**src/rtl/hnm_pkg.sv**
```systemverilog
// Shared types and constants for the heightmap to normal map block.
package hnm_pkg;

  localparam int DEF_MAX_WIDTH  = 4096;
  localparam int DEF_MAX_HEIGHT = 4096;

  localparam int SMP_W      = 16;
  localparam int GEO_W      = 13;
  localparam int GAIN_W     = 16;
  localparam int MAG_W      = 32;
  localparam int PROD_W     = 64;
  localparam int RAD_W      = 66;
  localparam int ROOT_W     = 33;
  localparam int REM_W      = 36;
  localparam int NUM_W      = 34;
  localparam int DVD_W      = 42;
  localparam int QUO_W      = 9;
  localparam int SQRT_STEPS = 33;
  localparam int DIV_STEPS  = 9;

  // (2*maxval)^2 for 8 and 16 bit samples
  localparam logic [RAD_W-1:0] CSQ_NARROW = 66'd260100;
  localparam logic [RAD_W-1:0] CSQ_WIDE   = 66'd17179344900;

  localparam logic [1:0] REG_WIDTH  = 2'd0;
  localparam logic [1:0] REG_HEIGHT = 2'd1;
  localparam logic [1:0] REG_GAIN   = 2'd2;
  localparam logic [1:0] REG_WIDE   = 2'd3;

  localparam logic CMD_SAMPLE = 1'b0;
  localparam logic CMD_DRAIN  = 1'b1;

  localparam logic SEL_X = 1'b0;
  localparam logic SEL_Y = 1'b1;

  typedef enum logic [1:0] {NB_LEFT, NB_RIGHT, NB_UP, NB_DOWN} nb_t;

  typedef struct packed {
    logic              cmd;
    logic [SMP_W-1:0]  sample;
  } in_t;

  typedef struct packed {
    logic [7:0] normal_x;
    logic [7:0] normal_y;
    logic       last_pixel;
  } out_t;

  typedef struct packed {
    logic [GEO_W-1:0]  image_width;
    logic [GEO_W-1:0]  image_height;
    logic [GAIN_W-1:0] height_gain;
    logic              wide_samples;
  } cfg_t;

  typedef struct packed {
    logic capture;
    logic check;
    logic store;
    logic test;
    logic rd_en;
    nb_t  rd_sel;
    logic cap_en;
    nb_t  cap_sel;
    logic mag;
    logic mul_a;
    logic mul_b;
    logic sq_a;
    logic sq_b;
    logic acc;
    logic sqrt_step;
    logic div_start;
    logic div_sel;
    logic div_step;
    logic emit;
  } dp_cmd_t;

  typedef struct packed {
    logic emit_ok;
    logic sqrt_done;
    logic div_done;
    logic out_free;
  } dp_stat_t;

endpackage

```
**src/rtl/hnm_ctrl.sv**
```systemverilog
// Sequencing state machine for the normal map datapath.
module hnm_ctrl (
  input  logic               clk,
  input  logic               rst_n,
  input  logic               in_valid,
  output logic               in_ready,
  input  hnm_pkg::dp_stat_t  st,
  output hnm_pkg::dp_cmd_t   cmd
);
  import hnm_pkg::*;

  typedef enum logic [4:0] {
    S_IDLE, S_CHECK, S_STORE, S_TEST, S_RD_L, S_RD_R, S_RD_U, S_RD_D, S_CAP_D,
    S_MAG, S_MUL_A, S_MUL_B, S_SQ_A, S_SQ_B, S_ACC, S_SQRT, S_DIV_X0, S_DIV_X,
    S_DIV_Y0, S_DIV_Y, S_EMIT
  } state_t;

  state_t state_r, state_nxt;
  logic   in_ready_r, in_ready_nxt;

  always_ff @(posedge clk) begin
    if (!rst_n) begin
      state_r    <= S_IDLE;
      in_ready_r <= 1'b1;
    end else begin
      state_r    <= state_nxt;
      in_ready_r <= in_ready_nxt;
    end
  end

  assign in_ready = in_ready_r;

  always_comb begin
    state_nxt    = state_r;
    in_ready_nxt = in_ready_r;
    unique case (state_r)
      S_IDLE: begin
        if (in_valid && in_ready_r) begin
          state_nxt    = S_CHECK;
          in_ready_nxt = 1'b0;
        end
      end
      S_CHECK:  state_nxt = S_STORE;
      S_STORE:  state_nxt = S_TEST;
      S_TEST: begin
        if (st.emit_ok) begin
          state_nxt = S_RD_L;
        end else begin
          state_nxt    = S_IDLE;
          in_ready_nxt = 1'b1;
        end
      end
      S_RD_L:   state_nxt = S_RD_R;
      S_RD_R:   state_nxt = S_RD_U;
      S_RD_U:   state_nxt = S_RD_D;
      S_RD_D:   state_nxt = S_CAP_D;
      S_CAP_D:  state_nxt = S_MAG;
      S_MAG:    state_nxt = S_MUL_A;
      S_MUL_A:  state_nxt = S_MUL_B;
      S_MUL_B:  state_nxt = S_SQ_A;
      S_SQ_A:   state_nxt = S_SQ_B;
      S_SQ_B:   state_nxt = S_ACC;
      S_ACC:    state_nxt = S_SQRT;
      S_SQRT: begin
        if (st.sqrt_done) state_nxt = S_DIV_X0;
      end
      S_DIV_X0: state_nxt = S_DIV_X;
      S_DIV_X: begin
        if (st.div_done) state_nxt = S_DIV_Y0;
      end
      S_DIV_Y0: state_nxt = S_DIV_Y;
      S_DIV_Y: begin
        if (st.div_done) state_nxt = S_EMIT;
      end
      S_EMIT: begin
        if (st.out_free) begin
          state_nxt    = S_IDLE;
          in_ready_nxt = 1'b1;
        end
      end
      default: begin
        state_nxt    = S_IDLE;
        in_ready_nxt = 1'b1;
      end
    endcase
  end

  always_comb begin
    cmd         = '0;
    cmd.rd_sel  = NB_LEFT;
    cmd.cap_sel = NB_LEFT;
    cmd.div_sel = SEL_X;
    unique case (state_r)
      S_IDLE:  cmd.capture = in_valid && in_ready_r;
      S_CHECK: cmd.check = 1'b1;
      S_STORE: cmd.store = 1'b1;
      S_TEST:  cmd.test = 1'b1;
      S_RD_L: begin
        cmd.rd_en  = 1'b1;
        cmd.rd_sel = NB_LEFT;
      end
      S_RD_R: begin
        cmd.rd_en   = 1'b1;
        cmd.rd_sel  = NB_RIGHT;
        cmd.cap_en  = 1'b1;
        cmd.cap_sel = NB_LEFT;
      end
      S_RD_U: begin
        cmd.rd_en   = 1'b1;
        cmd.rd_sel  = NB_UP;
        cmd.cap_en  = 1'b1;
        cmd.cap_sel = NB_RIGHT;
      end
      S_RD_D: begin
        cmd.rd_en   = 1'b1;
        cmd.rd_sel  = NB_DOWN;
        cmd.cap_en  = 1'b1;
        cmd.cap_sel = NB_UP;
      end
      S_CAP_D: begin
        cmd.cap_en  = 1'b1;
        cmd.cap_sel = NB_DOWN;
      end
      S_MAG:   cmd.mag = 1'b1;
      S_MUL_A: cmd.mul_a = 1'b1;
      S_MUL_B: cmd.mul_b = 1'b1;
      S_SQ_A:  cmd.sq_a = 1'b1;
      S_SQ_B:  cmd.sq_b = 1'b1;
      S_ACC:   cmd.acc = 1'b1;
      S_SQRT:  cmd.sqrt_step = !st.sqrt_done;
      S_DIV_X0: begin
        cmd.div_start = 1'b1;
        cmd.div_sel   = SEL_X;
      end
      S_DIV_X:  cmd.div_step = !st.div_done;
      S_DIV_Y0: begin
        cmd.div_start = 1'b1;
        cmd.div_sel   = SEL_Y;
      end
      S_DIV_Y:  cmd.div_step = !st.div_done;
      S_EMIT:   cmd.emit = st.out_free;
      default:  cmd = '0;
    endcase
  end

endmodule

```
**config.mk**
```make
export PLATFORM = sky130hd
export DESIGN_NAME = hnm_ctrl
export DESIGN_NICKNAME = d
export VERILOG_FILES = /design/src/rtl/hnm_pkg.sv /design/src/rtl/hnm_ctrl.sv
export SDC_FILE = /design/constraint.sdc
export NUM_CORES = 1
export LEC_CHECK = 0
export ABC_AREA = 1
export BUFFER_PORTS_ARGS = -buffer_cell sky130_fd_sc_hd__buf_2
export CORE_MARGIN = 1.5
export CORE_UTILIZATION = 44
export CTS_CLUSTER_DIAMETER = 100
export DETAILED_ROUTE_END_ITERATION = 10
export PLACE_DENSITY = 0.77
export SYNTH_ARGS = -nofsm -noshare
export SYNTH_HDL_FRONTEND = slang
export SYNTH_SLANG_ARGS = --single-unit
```
**constraint.sdc**
```tcl
create_clock -name clk -period 1.45 [get_ports clk]
set_input_delay 0.0725 -clock clk [delete_from_list [all_inputs] [get_ports clk]]
set_output_delay 0.0725 -clock clk [all_outputs]
set_load 0.01 [all_outputs]
```
* Word-level counts from Yosys, hierarchy flattened
Cells that the tools add are included.
** Cells by class
- Reductions and logical operators :: 8
- Bitwise gates (word level) :: 1
- Equality and inequality tests :: 26
- Muxes and demuxes :: 27
** Operator list (count)
- 5-bit case mux with 21 select lines :: 1
- 5-bit by 4-bit equality test with 1-bit output, second input constant :: 8
- 5-bit equality test, second input constant :: 5
- 5-bit two-way mux :: 5
- 3-bit case mux with 4 select lines :: 2
- 5-bit by 3-bit equality test with 1-bit output, second input constant :: 4
- 18-bit OR reduction :: 1
- 1-bit two-way mux :: 16
- 2-bit != test, second input constant :: 6
- 5-bit by 2-bit equality test with 1-bit output, second input constant :: 2
- 5-bit by 1-bit equality test with 1-bit output, second input constant :: 1
- 5-bit logical NOT :: 1
- 5-bit AND reduction :: 1
- 1-bit case mux with 4 select lines :: 1
- 2-bit case mux with 2 select lines :: 1
- 4-bit AND reduction :: 1
- 3-bit two-way mux :: 1
- 1-bit logical NOT :: 2
- 2-bit OR reduction :: 1
- 1-bit logical AND :: 1
- 1-bit NOT :: 1
** Storage, ports and cells
- Register bits after elaboration :: 6
- Output and inout bits :: 22

* Depth between registers and ports, before layout
- Depth after elaboration :: 4
- Depth in mapped cells :: 10

* Least setup slack after synthesis
OpenSTA, ideal clock, no wires.
- Path kind :: flip-flop to output port
- Start :: reg state_r[3]
- End :: out cmd[13] in the netlist's numbering
- Arrival :: 1.128 ns
- Path buffers :: 0
- Slack :: 0.249 ns
- Cell stages (with the launch flop) :: 7
- Path through :: dfxtp_1 nor2_4 nand2_2 clkinv_2 nand2_2 nand2_1 or2_1
** RTL lines
- start, declared :: RTL line hnm_ctrl.sv:18 : state_t state_r, state_nxt;
- start signal, assigned :: RTL line hnm_ctrl.sv:26 : state_r <= state_nxt;
- end, declared :: RTL line hnm_ctrl.sv:8 : output hnm_pkg::dp_cmd_t cmd

==> impl_metrics.tcl <==
set metrics [dict create \
    finalNetCount 153 \
    leakage_nw 0.511 \
    critPathTopFamily "simple AND/OR/NAND/NOR gates" \
    ys_types 21 \
    grt_overflow 0 \
    path_cells "inv_4, nand2_4, nor2_4, nand2_1, nand2_1, or2_1, buf_2" \
    clkTransAtPathRegs_ps 40 \
    portBuffers 28 \
    place_congestion 0.887 \
    ctsHoldBuffers 0 \
    drc_errors 0 \
    final_cell_mix "28 x nor2_1, 28 x buf_2, 23 x nand2_1" \
    ir_drop_mv 1.14 \
    drive_above_1_share_pct 42.4 \
    hold_path.startpoint "rst_n" \
    whs_ps 68.1 \
    hpwl_um 1290 \
    avgRoutedWirePerCell_um 10.7 \
    hold_path.class "in2reg" \
    root_buffer "clkbuf_4" \
    max_slew_margin_pct 81.0 \
    initial_core_util_pct 46.2 \
    rr_startpoint "state_r[3]$_SDFFE_PN0P_" \
    syn-cell-area_um2 593 \
    drt_pass1_iterations 4 \
    r2r_slack_ps 140 \
    reg2regPathDepth 7 \
    grt_pass1_wl_um 2250 \
    synth_top_area_cell "dfxtp_1" \
    max_freq_ghz 0.721 \
    finalCriticalPeriod_ps 1390 \
    holdPathStages 2 \
    drtAntennaViolNets 0 \
    power_density_nw_per_um2 1720 \
    clk_latency_ps 250 \
    vias 806 \
    tightest_slew_ps 282 \
    synthTopCellsByArea "dfxtp_1 20%, nor2_1 20%, nand2_1 15%" \
    setup_viol 0 \
    hold_end "in_ready$_SDFFE_PN1P_" \
    die_h_um 39.7 \
    startpoint_type "flip-flop" \
    dieWidth_um 39.7 \
    fin_crit_sh_pct 95.6 \
    crit_arrival_ps 1310 \
    finalWirelength_um 1700 \
    tritoncts "yes" \
    hold_violations 0 \
    grt_max_degree 9 \
    required_ps 1380 \
    cts.htree.levels 1 \
    slew_viol_final 0 \
    setup_tns_ps 0 \
    reg2reg_to "state_r[2]$_SDFFE_PN0P_" \
    clockBufferDepth 2 \
    grt_use_total_pct 21.9 \
    fillCellCount 125 \
    synth_nets 117 \
    cpPeakStageDelay_ps 380 \
    cts_inserted_buffers 3 \
    end_kind "output pin" \
    ys_ff_latch 6 \
    yosysWarnings 0 \
    grt_pass1_vias 560 \
    instances_no_fill 159 \
    cp_slowest_cell "dfxtp_4" \
    dp_slack_ps 86.3 \
    place_inst 153 \
    fin_ws_ps 64.0 \
    path_class "reg2out" \
    drv_cap 0 \
    crit_buf_inv 2 \
    crit_top_cell "nand2_1" \
    via_per_inst 5.07 \
    timing.clock.skew_ps 2.88 \
    rows 13 \
    dieArea_um2 1580 \
    synth_top_area_share_pct 20.3 \
    core_area_um2 1280 \
    pin_count 29 \
    status "finished, final reports clean" \
    crit_fanout 8 \
    syn_inst 110 \
    avgSynthCellArea_um2 5.39 \
    drtIter0Drc 15 \
    antenna_found_initial 0 \
    fin_util_pct 65.7 \
    antenna_cells 0 \
    clock-sinks 6 \
    yosysSeqAreaShare_pct 20.3 \
    area.growth.synth_to_final_pct 42.4 \
]
[Yosys cell counts (all sizes together)]
cell	number
nand4	3
or2	1
o211ai	1
a41oi	1
clkinv	1
nand2	29
a21oi	2
nor2	36
nand3	7
nor3	1
o21ai	2
dfxtp	6
inv	19
o21a	1
[worst max path at each step]
stage | startpoint | end | slack, ps | depth (start not counted)
after global routing | state_r[4]$_SDFFE_PN0P_ | cmd[13] | -8 | 7
after floorplan | state_r[3]$_SDFFE_PN0P_ | cmd[13] | 250 | 6
after CTS | state_r[2]$_SDFFE_PN0P_ | cmd[13] | 3 | 8
after detailed placement | state_r[0]$_SDFFE_PN0P_ | in_ready$_SDFFE_PN1P_ | 90 | 9
after global placement | state_r[0]$_SDFFE_PN0P_ | in_ready$_SDFFE_PN1P_ | 130 | 9
final | state_r[4]$_SDFFE_PN0P_ | cmd[13] | 60 | 7
[state kept, by name, indices dropped and copies added (netlist names)]
signal	cells
in_ready	1
state_r	5
[stage by stage]
stage	area (um^2)	power, W
after floorplan	593	0.000947
after global placement	752	0.00116
after global routing	845	0.00159
after CTS	801	0.00138
final	845	0.00145
after detailed placement	752	0.00117
[routing by layer]
metal | global-route usage (%) | up-vias | share of wire [%]
met5 | 0 | - | 0
met4 | 12.9 | 0 | 1.2
met3 | 5.11 | 4 | 5.4
met2 | 33.6 | 30 | 49
met1 | 27.3 | 362 | 44
li1 | - | 410 | -
[area by class of cell]
class | instances | area [um^2] | share of cell area [%]
Clock buffer | 3 | 22.5 | 2.67
Inverter | 20 | 82.6 | 9.78
Multi-Input combinational cell | 84 | 424 | 50.2
Sequential cell | 6 | 134 | 15.9
Tap cell | 15 | 18.8 | 2.22
Timing Repair Buffer | 31 | 163 | 19.3
[power by group]
group | switching [W] | internal [W]
clock | 0.0000604 | 0.0000936
sequential | 0.0000961 | 0.000241
combinational | 0.000615 | 0.000346
[kinds of logic (layout without fill, tap and decap cells)]
logic type | count (synthesis) | after routing | synth area share [%]
compound gates | 7 | 7 | 7.38
flops | 6 | 6 | 20.3
buf+inv | 20 | 54 | 12.9
simple gates | 77 | 77 | 59.5
[what timing repair did]
action | in CTS | in global routing
gates resized for setup | 8 | 11
buffers inserted | 1 | 2
pin swaps | 0 | 1
endpoints found under the setup margin | 3 | 10
(Power assumes the default switching activity.)
